<file path="src/rtl/assert_macros.svh">
// ----------------------------------------------------------------------------
// assert_macros.svh
// Concurrent assertion helpers for the RTL.
// ----------------------------------------------------------------------------
`ifndef ASSERT_MACROS_SVH
`define ASSERT_MACROS_SVH

// explicit clock and active-low reset
`define ZBD_ASSERT_CLK(label, clk, rstn, prop, msg) \
  label: assert property (@(posedge clk) disable iff (!rstn) (prop)) else $error(msg);

// default clk_i / rst_ni
`define ZBD_ASSERT(label, prop, msg) \
  `ZBD_ASSERT_CLK(label, clk_i, rst_ni, prop, msg)

`endif

</file>
<file path="src/rtl/zbd_pkg.sv">
`timescale 1ns / 1ps
// ----------------------------------------------------------------------------
// zbd_pkg
// Types and opcode constants for the Z80 branch decoder.
// ----------------------------------------------------------------------------
package zbd_pkg;

  typedef enum logic [2:0] {
    KIND_JP   = 3'd0,
    KIND_JR   = 3'd1,
    KIND_CALL = 3'd2,
    KIND_RET  = 3'd3,
    KIND_RETI = 3'd4,
    KIND_RST  = 3'd5,
    KIND_DJNZ = 3'd6
  } zbd_kind_e;

  typedef struct packed {
    logic [7:0]  opcode_byte;
    logic [7:0]  operand_byte;
    logic [7:0]  third_byte;
    logic [15:0] program_counter;
    logic [7:0]  flag_bits;
    logic [7:0]  b_register;
    logic [15:0] hl_pair;
    logic [15:0] ix_pair;
    logic [15:0] iy_pair;
    logic [15:0] stack_word;
  } zbd_in_t;

  typedef struct packed {
    logic        is_control_flow;
    zbd_kind_e   kind;
    logic [15:0] target_address;
    logic        branch_taken;
    logic [1:0]  length;
  } zbd_out_t;

  // flag bit positions in F
  localparam int unsigned FLAG_C  = 0;
  localparam int unsigned FLAG_PV = 2;
  localparam int unsigned FLAG_Z  = 6;
  localparam int unsigned FLAG_S  = 7;

  // condition codes
  localparam logic [2:0] CC_NZ = 3'd0;
  localparam logic [2:0] CC_Z  = 3'd1;
  localparam logic [2:0] CC_NC = 3'd2;
  localparam logic [2:0] CC_C  = 3'd3;
  localparam logic [2:0] CC_PO = 3'd4;
  localparam logic [2:0] CC_PE = 3'd5;
  localparam logic [2:0] CC_P  = 3'd6;
  localparam logic [2:0] CC_M  = 3'd7;

  // opcodes
  localparam logic [7:0] OP_PFX_IX  = 8'hDD;
  localparam logic [7:0] OP_PFX_IY  = 8'hFD;
  localparam logic [7:0] OP_PFX_ED  = 8'hED;
  localparam logic [7:0] OP_JP_IND  = 8'hE9;
  localparam logic [7:0] OP_DJNZ    = 8'h10;
  localparam logic [7:0] OP_JR      = 8'h18;
  localparam logic [7:0] OP_JR_NZ   = 8'h20;
  localparam logic [7:0] OP_JR_Z    = 8'h28;
  localparam logic [7:0] OP_JR_NC   = 8'h30;
  localparam logic [7:0] OP_JR_C    = 8'h38;
  localparam logic [7:0] OP_JP      = 8'hC3;
  localparam logic [7:0] OP_CALL    = 8'hCD;
  localparam logic [7:0] OP_RET     = 8'hC9;
  localparam logic [7:0] ED_RETI    = 8'h4D;
  localparam logic [7:0] ED_RETN    = 8'h45;

  // opcode groups: (op & MASK_CC) == GRP_*
  localparam logic [7:0] MASK_CC    = 8'hC7;
  localparam logic [7:0] GRP_JP_CC  = 8'hC2;
  localparam logic [7:0] GRP_CALL_CC = 8'hC4;
  localparam logic [7:0] GRP_RET_CC = 8'hC0;
  localparam logic [7:0] GRP_RST    = 8'hC7;
  localparam logic [7:0] MASK_RST   = 8'h38;

  localparam logic [1:0] LEN_1 = 2'd1;
  localparam logic [1:0] LEN_2 = 2'd2;
  localparam logic [1:0] LEN_3 = 2'd3;

endpackage

</file>
<file path="src/rtl/zbd_cond.sv">
`timescale 1ns / 1ps
// ----------------------------------------------------------------------------
// zbd_cond
// Evaluates a Z80 condition code against the F register.
// ----------------------------------------------------------------------------
module zbd_cond (
  input  logic [2:0] cc_i,
  input  logic [7:0] flags_i,
  output logic       holds_o
);
  import zbd_pkg::*;

  always_comb begin
    unique case (cc_i)
      CC_NZ:   holds_o = !flags_i[FLAG_Z];
      CC_Z:    holds_o =  flags_i[FLAG_Z];
      CC_NC:   holds_o = !flags_i[FLAG_C];
      CC_C:    holds_o =  flags_i[FLAG_C];
      CC_PO:   holds_o = !flags_i[FLAG_PV];
      CC_PE:   holds_o =  flags_i[FLAG_PV];
      CC_P:    holds_o = !flags_i[FLAG_S];
      CC_M:    holds_o =  flags_i[FLAG_S];
      default: holds_o = 1'b0;
    endcase
  end

endmodule

</file>
<file path="src/rtl/zbd_decode.sv">
`timescale 1ns / 1ps
// ----------------------------------------------------------------------------
// zbd_decode
// Single-pass classification of one instruction request.
// ----------------------------------------------------------------------------
module zbd_decode (
  input  zbd_pkg::zbd_in_t  req_i,
  output zbd_pkg::zbd_out_t res_o
);
  import zbd_pkg::*;

  logic [7:0]  op;
  logic [7:0]  b1;
  logic [15:0] abs_addr;
  logic [15:0] rel_addr;
  logic        cc_full_holds;
  logic        cc_jr_holds;

  assign op       = req_i.opcode_byte;
  assign b1       = req_i.operand_byte;
  assign abs_addr = {req_i.third_byte, b1};
  assign rel_addr = req_i.program_counter + 16'd2 + {{8{b1[7]}}, b1};

  zbd_cond u_cond_full (
    .cc_i    (op[5:3]),
    .flags_i (req_i.flag_bits),
    .holds_o (cc_full_holds)
  );

  // JR cc only uses NZ, Z, NC, C
  zbd_cond u_cond_jr (
    .cc_i    ({1'b0, op[4:3]}),
    .flags_i (req_i.flag_bits),
    .holds_o (cc_jr_holds)
  );

  always_comb begin
    res_o = '0;
    priority if (op == OP_PFX_IX || op == OP_PFX_IY) begin
      if (b1 == OP_JP_IND) begin
        res_o.is_control_flow = 1'b1;
        res_o.kind            = KIND_JP;
        res_o.target_address  = (op == OP_PFX_IX) ? req_i.ix_pair : req_i.iy_pair;
        res_o.branch_taken    = 1'b1;
        res_o.length          = LEN_2;
      end
    end else if (op == OP_PFX_ED) begin
      if (b1[7:6] == ED_RETI[7:6] && b1[3:0] == ED_RETI[3:0]) begin
        res_o.is_control_flow = 1'b1;
        res_o.kind            = KIND_RETI;
        res_o.target_address  = req_i.stack_word;
        res_o.branch_taken    = 1'b1;
        res_o.length          = LEN_2;
      end else if (b1[7:6] == ED_RETN[7:6] && b1[3:0] == ED_RETN[3:0]) begin
        res_o.is_control_flow = 1'b1;
        res_o.kind            = KIND_RET;
        res_o.target_address  = req_i.stack_word;
        res_o.branch_taken    = 1'b1;
        res_o.length          = LEN_2;
      end
    end else if (op == OP_DJNZ) begin
      res_o.is_control_flow = 1'b1;
      res_o.kind            = KIND_DJNZ;
      res_o.target_address  = rel_addr;
      res_o.branch_taken    = (req_i.b_register != 8'd1);
      res_o.length          = LEN_2;
    end else if (op == OP_JR) begin
      res_o.is_control_flow = 1'b1;
      res_o.kind            = KIND_JR;
      res_o.target_address  = rel_addr;
      res_o.branch_taken    = 1'b1;
      res_o.length          = LEN_2;
    end else if (op == OP_JR_NZ || op == OP_JR_Z || op == OP_JR_NC || op == OP_JR_C) begin
      res_o.is_control_flow = 1'b1;
      res_o.kind            = KIND_JR;
      res_o.target_address  = rel_addr;
      res_o.branch_taken    = cc_jr_holds;
      res_o.length          = LEN_2;
    end else if (op == OP_JP) begin
      res_o.is_control_flow = 1'b1;
      res_o.kind            = KIND_JP;
      res_o.target_address  = abs_addr;
      res_o.branch_taken    = 1'b1;
      res_o.length          = LEN_3;
    end else if (op == OP_CALL) begin
      res_o.is_control_flow = 1'b1;
      res_o.kind            = KIND_CALL;
      res_o.target_address  = abs_addr;
      res_o.branch_taken    = 1'b1;
      res_o.length          = LEN_3;
    end else if (op == OP_RET) begin
      res_o.is_control_flow = 1'b1;
      res_o.kind            = KIND_RET;
      res_o.target_address  = req_i.stack_word;
      res_o.branch_taken    = 1'b1;
      res_o.length          = LEN_1;
    end else if (op == OP_JP_IND) begin
      res_o.is_control_flow = 1'b1;
      res_o.kind            = KIND_JP;
      res_o.target_address  = req_i.hl_pair;
      res_o.branch_taken    = 1'b1;
      res_o.length          = LEN_1;
    end else if ((op & MASK_CC) == GRP_JP_CC) begin
      res_o.is_control_flow = 1'b1;
      res_o.kind            = KIND_JP;
      res_o.target_address  = abs_addr;
      res_o.branch_taken    = cc_full_holds;
      res_o.length          = LEN_3;
    end else if ((op & MASK_CC) == GRP_CALL_CC) begin
      res_o.is_control_flow = 1'b1;
      res_o.kind            = KIND_CALL;
      res_o.target_address  = abs_addr;
      res_o.branch_taken    = cc_full_holds;
      res_o.length          = LEN_3;
    end else if ((op & MASK_CC) == GRP_RET_CC) begin
      res_o.is_control_flow = 1'b1;
      res_o.kind            = KIND_RET;
      res_o.target_address  = req_i.stack_word;
      res_o.branch_taken    = cc_full_holds;
      res_o.length          = LEN_1;
    end else if ((op & MASK_CC) == GRP_RST) begin
      res_o.is_control_flow = 1'b1;
      res_o.kind            = KIND_RST;
      res_o.target_address  = {8'h00, op & MASK_RST};
      res_o.branch_taken    = 1'b1;
      res_o.length          = LEN_1;
    end else begin
      // not control flow
      res_o = '0;
    end
  end

endmodule

</file>
<file path="src/rtl/z80_branch_decoder.sv">
`timescale 1ns / 1ps
// ----------------------------------------------------------------------------
// z80_branch_decoder
// Control-flow classifier for Z80 instructions, one request per cycle unless stalled.
// ----------------------------------------------------------------------------
// Usage:
//   Input channel in_valid_i / in_stall_o / in_req_i carries one request:
//   the first three instruction bytes plus PC, F, B, HL, IX, IY and the
//   word at SP. Output channel out_valid_o / out_stall_i / out_req_o
//   returns one result per request: control-flow flag, kind, target,
//   taken flag and length (all zero when not control flow).
//   An accepted request sits in the input register, is decoded, and
//   enters the result register when out_stall_i does not hold it;
//   out_valid_o then rises. Throughput: one request per cycle unless
//   stalled, set by the single decode pass between the two registers.
//   Stall: while the result register is held by out_stall_i, the input
//   register still takes one more request; in_stall_o rises only when
//   both registers are full and the output is stalled.
//   Reset: both valid flags clear; no request is in flight.
// ----------------------------------------------------------------------------
`include "assert_macros.svh"

module z80_branch_decoder (
  input  logic              clk_i,
  input  logic              rst_ni,
  input  logic              in_valid_i,
  output logic              in_stall_o,
  input  zbd_pkg::zbd_in_t  in_req_i,
  output logic              out_valid_o,
  input  logic              out_stall_i,
  output zbd_pkg::zbd_out_t out_req_o
);
  import zbd_pkg::*;

  logic     s1_valid_q, s1_valid_d;
  zbd_in_t  s1_req_q;
  logic     out_valid_q, out_valid_d;
  zbd_out_t out_q;
  zbd_out_t dec_res;
  logic     s1_ready;
  logic     s2_ready;

  assign s2_ready   = !out_valid_q || !out_stall_i;
  assign s1_ready   = !s1_valid_q || s2_ready;
  assign in_stall_o = !s1_ready;

  assign s1_valid_d  = s1_ready ? in_valid_i : s1_valid_q;
  assign out_valid_d = s2_ready ? s1_valid_q : out_valid_q;

  zbd_decode u_decode (
    .req_i (s1_req_q),
    .res_o (dec_res)
  );

  always_ff @(posedge clk_i or negedge rst_ni) begin
    if (!rst_ni) begin
      s1_valid_q  <= 1'b0;
      out_valid_q <= 1'b0;
    end else begin
      s1_valid_q  <= s1_valid_d;
      out_valid_q <= out_valid_d;
    end
  end

  always_ff @(posedge clk_i) begin
    if (s1_ready && in_valid_i) begin
      s1_req_q <= in_req_i;
    end
    if (s2_ready && s1_valid_q) begin
      out_q <= dec_res;
    end
  end

  assign out_valid_o = out_valid_q;
  assign out_req_o   = out_q;

  `ZBD_ASSERT(a_accept_fills_s1, (in_valid_i && !in_stall_o) |=> s1_valid_q, "request lost")
  `ZBD_ASSERT(a_s1_moves_out, (s1_valid_q && s2_ready) |=> out_valid_q, "decode lost")
  `ZBD_ASSERT(a_stall_only_full, in_stall_o |-> (s1_valid_q && out_valid_q), "stall not full")
  `ZBD_ASSERT(a_non_cf_zero, (out_valid_q && !out_q.is_control_flow) |-> (out_q == '0), "nz")
  `ZBD_ASSERT(a_cf_len, (out_valid_q && out_q.is_control_flow) |-> (out_q.length != 2'd0), "len")

endmodule
</file>
<file path="config.mk">
export PLATFORM = sky130hd
export DESIGN_NAME = z80_branch_decoder
export DESIGN_NICKNAME = d
export VERILOG_FILES = /design/src/rtl/zbd_pkg.sv /design/src/rtl/zbd_cond.sv /design/src/rtl/zbd_decode.sv /design/src/rtl/z80_branch_decoder.sv
export VERILOG_INCLUDE_DIRS = /design/src /design/src/rtl
export SDC_FILE = /design/constraint.sdc
export NUM_CORES = 1
export LEC_CHECK = 0
export ABC_AREA = 1
export BUFFER_PORTS_ARGS = -buffer_cell sky130_fd_sc_hd__buf_2
export CORE_UTILIZATION = 50
export DETAILED_ROUTE_END_ITERATION = 10
export MAX_ROUTING_LAYER = met4
export PLACE_DENSITY = 0.82
export RECOVER_POWER = 50
export REMOVE_ABC_BUFFERS = 1
export SLEW_MARGIN = 40
export SYNTH_ARGS = -nofsm -noshare
export SYNTH_HDL_FRONTEND = slang
export SYNTH_SLANG_ARGS = --single-unit
</file>
<file path="constraint.sdc">
create_clock -name clk_i -period 7.7 [get_ports clk_i]
set_input_delay 0.77 -clock clk_i [delete_from_list [all_inputs] [get_ports clk_i]]
set_output_delay 0.77 -clock clk_i [all_outputs]
set_load 0.1 [all_outputs]
</file>
==> results.json, run 1 <==
{
  "status": "complete, but fails checks",
  "violations": "capacitance limit, slew limit",
  "power.total_mw": 2.09,
  "r2r_slack_ns": 4.32,
  "vias": 5437,
  "maxClockFrequency_ghz": 0.288,
  "num_rows": 42,
  "skew_ns": 0.0104,
  "p_leak_nw": 3.70,
  "start_util_pct": 51.8,
  "grt_pass1_wl_um": 26300,
  "root_buffer": "clkbuf_16",
  "path_cells": "clkbuf_1 > nand2_1 > nor2_1 > inv_1 > nand2_1 > clkinvlp_2 > buf_4 > buf_16",
  "required_ns": 7.85,
  "grt_max_degree": 51,
  "synthCells": 647,
  "fin_cells": 989,
  "worstMarginPinSlew_ns": 1.76,
  "layout_commonest_cell": "nand2_1",
  "yosysWarningCount": 0,
  "portBuffers": 144,
  "slew_headroom_pct": -17.9,
  "hold_violations": 0,
  "hpwl_um": 12000,
  "drc": 0,
  "numCtsBuffers": 17,
  "critPathMaxStageDelay_ns": 1.33,
  "cts_tree": "built",
  "grt_pass1_vias": 5253,
  "setup_viol": 0,
  "path_common_cell": "nand2_1",
  "gp_congestion": 0.952,
  "ys_types": 40,
  "r2r_start": "out_valid_o",
  "worst_path_max_delay_cell": "clkinvlp_2",
  "diodes": 0,
  "crit_type": "input port to flop",
  "power.density_nw_per_um2": 249,
  "antenna_left": 0,
  "drive_gt1_share_pct": 25.3,
  "grtUsageTotal_pct": 25.5,
  "fin_tns_setup_ns": 0,
  "vias_per_cell": 5.50,
  "ys_ff_latch": 141,
  "hold_slack_ns": 0.125,
  "cts.repair.resized": 0,
  "ctsHtreeMaxLevel": 4,
  "end_kind": "flop",
  "cts_setup_buffers": 0,
  "reg2reg_depth": 7,
  "slew_violations": 43,
  "wl_um": 16800,
  "cts.clk_slew.worst_paths_ns": 0.06,
  "cap_viol_max_count": 2,
  "layout_common_cells": "nand2_1, edfxtp_1, buf_2",
  "async_flop_share_pct": 1.42,
  "dp.cells": 958,
  "rsz0062_at_grt": "no",
  "stdcell_area_um2": 8390,
  "clock-sinks": 141,
  "utilization_pct": 62.6,
  "dpl_cell_area_um2": 7840,
  "fin_crit_sh_pct": 45.0,
  "routedWlPerCell_um": 16.9,
  "r2r-end": "s1_req_q[116]",
  "clock_path_buffers": 2,
  "syn_area_um2": 6940,
  "synth_edf_count": 139,
  "fillers": 1108,
  "irDropWorstVdd_mv": 0.211,
  "timing.final.ws_setup_ns": 4.23,
  "drt_iter0_drc": 447,
  "synth.yosys.seq_area_share_pct": 60.9,
  "area_growth_pct": 21.0,
  "die-height_um": 120,
  "ys.flop_type": "edfxtp_1",
  "coreArea_um2": 13400,
  "crit_arrival_ns": 3.62,
  "crit_path_start_kind": "input port",
  "dp_slack_ns": 5.00,
  "clkLatencyLatePin_ns": 0.42,
  "synth.avg_cell_area_um2": 10.7,
  "fp.dieW_um": 120,
  "crit_fanout": 50,
  "dr.pass1.iters": 5,
  "grt_overflow_total": 0,
  "fin_nets": 956,
  "fin_crit_ns": 3.47,
  "ios": 149,
  "antenna_found_initial": 0,
  "hp-class": "input port to async pin",
  "postCtsHoldBufs": 0,
  "dieArea_um2": 14400
}
==> final cells by class <==
| cell class | instances | area (µm²) | share of cell area, % |
|---|---|---|---|
| Timing Repair Buffer | 149 | 767 | 9.14 |
| Tap cell | 176 | 220 | 2.62 |
| Inverter | 58 | 223 | 2.65 |
| Clock inverter | 13 | 141 | 1.68 |
| Multi-Input combinational cell | 435 | 2390 | 28.5 |
| Sequential cell | 141 | 4220 | 50.3 |
| Clock buffer | 17 | 425 | 5.07 |
==> critical path, delay by kind of cell <==
kind,cells,cell delay [ns]
buf+inv,5,2.53
simple gates,3,0.28
==> worst max path at each step <==
stage / from / end
2_1_floorplan: out_valid_o / s1_req_q[0]
3_3_place_gp: out_stall_i / s1_req_q[116]
3_5_place_dp: out_stall_i / s1_req_q[74]
4_1_cts: s1_req_q[117] / out_req_o[18]
5_1_grt: out_stall_i / s1_req_q[52]
6_report: out_stall_i / s1_req_q[116]
==> power breakdown <==
group	switching, mW	internal [mW]	leakage, nW	total (mW)
clock network	0.312	0.475	0.277	0.787
logic	0.262	0.0954	2.06	0.358
registers	0.0273	0.921	1.37	0.948
total	0.602	1.49	3.70	2.09
==> Yosys cell counts, types with 2 or more instances <==
library cell | n | area, µm²
o21ai_0 | 20 | 100
o211ai_1 | 3 | 22.5
buf_4 | 4 | 30.0
nand2_1 | 170 | 638
nor4_1 | 3 | 18.8
buf_2 | 3 | 15.0
and2_1 | 2 | 12.5
edfxtp_1 | 139 | 4170
nor2_4 | 4 | 45.0
o21bai_1 | 5 | 37.5
nor2_1 | 44 | 165
nand2_2 | 10 | 62.6
nand4_1 | 11 | 68.8
o21ai_1 | 2 | 10.0
nor2_2 | 4 | 25.0
nand3_1 | 63 | 315
inv_2 | 6 | 22.5
nor3_1 | 3 | 15.0
inv_1 | 50 | 188
nand3b_1 | 11 | 82.6
ha_1 | 29 | 363
xnor2_1 | 4 | 35.0
buf_6 | 5 | 56.3
nand3_2 | 2 | 20.0
o221ai_1 | 12 | 105
dfrtp_1 | 2 | 50.1
a21oi_1 | 20 | 100
nand2_4 | 4 | 45.0
==> flip-flops by register name, summed over array words and instances, names as in the netlist <==
register     count
s1_valid_q       1
s1_req_q       116
out_valid_o      1
out_req_o       23
==> logic make-up after synthesis <==
logic type	synth area share [%]
AOI/OAI and AO/OA	5.86
xor gates and xnor gates	0.631
adders and majority gates	5.52
buffers and inverters	4.71
DFF	60.9
and+or+nand+nor	22.4
==> per-layer routing <==
layer	GRT usage (%)	wire length, µm	vias up
met4	12.0	496	0
met5	-	0	-
li1	-	-	2591
met1	31.2	6810	2510
met3	6.46	1420	42
met2	39.9	8020	294
Note: power is estimated with default switching activity, not from simulation.
==> run 2: changes to the inputs <==
--- a/config.mk
+++ b/config.mk
@@ -11,7 +11,7 @@
 export CORE_UTILIZATION = 50
 export DETAILED_ROUTE_END_ITERATION = 10
 export MAX_ROUTING_LAYER = met4
-export PLACE_DENSITY = 0.82
+export PLACE_DENSITY = 0.85
 export RECOVER_POWER = 50
 export REMOVE_ABC_BUFFERS = 1
 export SLEW_MARGIN = 40
==> constraint.sdc (replaced) <==
create_clock -name clk_i -period 3.1 [get_ports clk_i]
set_input_delay 0.31 -clock clk_i [delete_from_list [all_inputs] [get_ports clk_i]]
set_output_delay 0.31 -clock clk_i [all_outputs]
set_load 0.1 [all_outputs]
==> results.json, run 2 (same netlist as run 1, synthesis figures left out) <==
{
  "coreArea_um2": 13400,
  "power.total_mw": 5.31,
  "crit_buf_inv": 3,
  "start_util_pct": 51.8,
  "diodes": 0,
  "dpl_cell_area_um2": 7850,
  "irDropWorstVdd_mv": 0.431,
  "vias": 5427,
  "p_leak_nw": 3.71,
  "grt_max_degree": 46,
  "fillers": 1049,
  "status": "finished, final reports clean",
  "utilization_pct": 62.9,
  "die-height_um": 120,
  "routedWlPerCell_um": 17.3,
  "hold_violations": 0,
  "ctsHtreeMaxLevel": 4,
  "setup_viol": 0,
  "largest_register_ffs": 116,
  "num_rows": 42,
  "grtUsageTotal_pct": 26.0,
  "wl_um": 17200,
  "clock_path_buffers": 2,
  "grt_pass1_wl_um": 26700,
  "numCtsBuffers": 17,
  "root_buffer": "clkbuf_16",
  "maxClockFrequency_ghz": 0.399,
  "fin_crit_ns": 2.50,
  "clock-sinks": 141,
  "regMostFlops": "s1_req_q",
  "critPathMaxStageDelay_ns": 0.52,
  "slew_violations": 0,
  "cts.clk_slew.worst_paths_ns": 0.07,
  "worstMarginPinSlew_ns": 1.47,
  "drt_iter0_drc": 525,
  "rsz0062_at_grt": "no",
  "skew_ns": 0.0140,
  "crit_arrival_ns": 2.68,
  "stdcell_area_um2": 8430,
  "dieArea_um2": 14400,
  "area_growth_pct": 21.5,
  "fp.dieW_um": 120,
  "crit_type": "flop to flop",
  "worst_path_max_delay_cell": "fa_1",
  "drc": 0,
  "hpwl_um": 12500,
  "required_ns": 3.28,
  "crit_fanout": 4,
  "drive_gt1_share_pct": 24.6,
  "grt_overflow_total": 0,
  "path_cells": "inv_1 > ha_1 > inv_1 > ha_1 > fa_1 > nand2_1 > nand3_1 > nand2_1 > nand2_1 > o21ai_0 > inv_1 > nand2_1 > nand3_1",
  "cap_viol_max_count": 0,
  "layout_common_cells": "nand2_1, edfxtp_1, buf_2",
  "antenna_left": 0,
  "hp-class": "input port to flop",
  "ios": 149,
  "layout_commonest_cell": "nand2_1",
  "antenna_found_initial": 0,
  "fin_nets": 961,
  "path_common_cell": "nand2_1",
  "portBuffers": 144,
  "grt_pass1_vias": 5246,
  "cp_top_family": "adder cells",
  "end_kind": "flop",
  "power.density_nw_per_um2": 630,
  "vias_per_cell": 5.45,
  "gp_congestion": 0.901,
  "cts_tree": "built",
  "slew_headroom_pct": 2.09,
  "clkLatencyLatePin_ns": 0.44,
  "fin_crit_sh_pct": 80.8,
  "hold_slack_ns": 0.0436,
  "crit_path_start_kind": "flop",
  "dr.pass1.iters": 5
}
[run 2: final timing paths]
path	from	to	slack, ns	depth (start not counted)
max in group asynchronous	rst_ni	out_valid_o	2.76	2
max	s1_req_q[105]	out_req_o[10]	0.60	13
min	in_req_i[17]	s1_req_q[17]	0.04	1
min reg2reg	s1_valid_q	out_valid_o	0.47	2
max reg2reg	s1_req_q[105]	out_req_o[10]	0.60	13
min in group asynchronous	rst_ni	s1_valid_q	0.21	2
[run 2: where the power goes]
| part | switching, mW | internal [mW] |
|---|---|---|
| combinational | 0.648 | 0.233 |
| clock | 0.859 | 1.22 |
| sequential | 0.0725 | 2.28 |
[run 2: metrics by stage]
| stage | std cells | setup WS, ns | setup TNS, ns |
|---|---|---|---|
| floorplan | 634 | -1.60 | -185.43 |
| global placement | 963 | 0.661 | 0 |
| detailed placement | 963 | 0.633 | 0 |
| CTS | 996 | 0.622 | 0 |
| global route | 996 | 0.444 | 0 |
| finish | 996 | 0.595 | 0 |
[run 2: per-layer routing]
metal	part of all wire [%]	up-vias	GRT usage, %
met5	0	-	-
met4	2.4	0	11.1
met3	7.1	37	5.09
met2	49	234	42.1
met1	41	2553	32.0
li1	-	2603	-
[run 2: area by class of cell]
type / count / area (µm²) / area share (%)
flip-flops and latches: 141 / 4220 / 50.1
multi-input cells: 435 / 2390 / 28.3
repair buffers: 154 / 773 / 9.17
clock buffers: 18 / 429 / 5.09
inverters: 58 / 224 / 2.66
well taps: 176 / 220 / 2.61
clock inverters: 14 / 171 / 2.03
[run 2: repair_timing]
action | in CTS | in global routing
resized for setup | 0 | 0
endpoints found under the hold margin | 2 | 0
hold buffers | 1 | 0
setup endpoints to repair | 0 | 0
setup buffers | 0 | 0
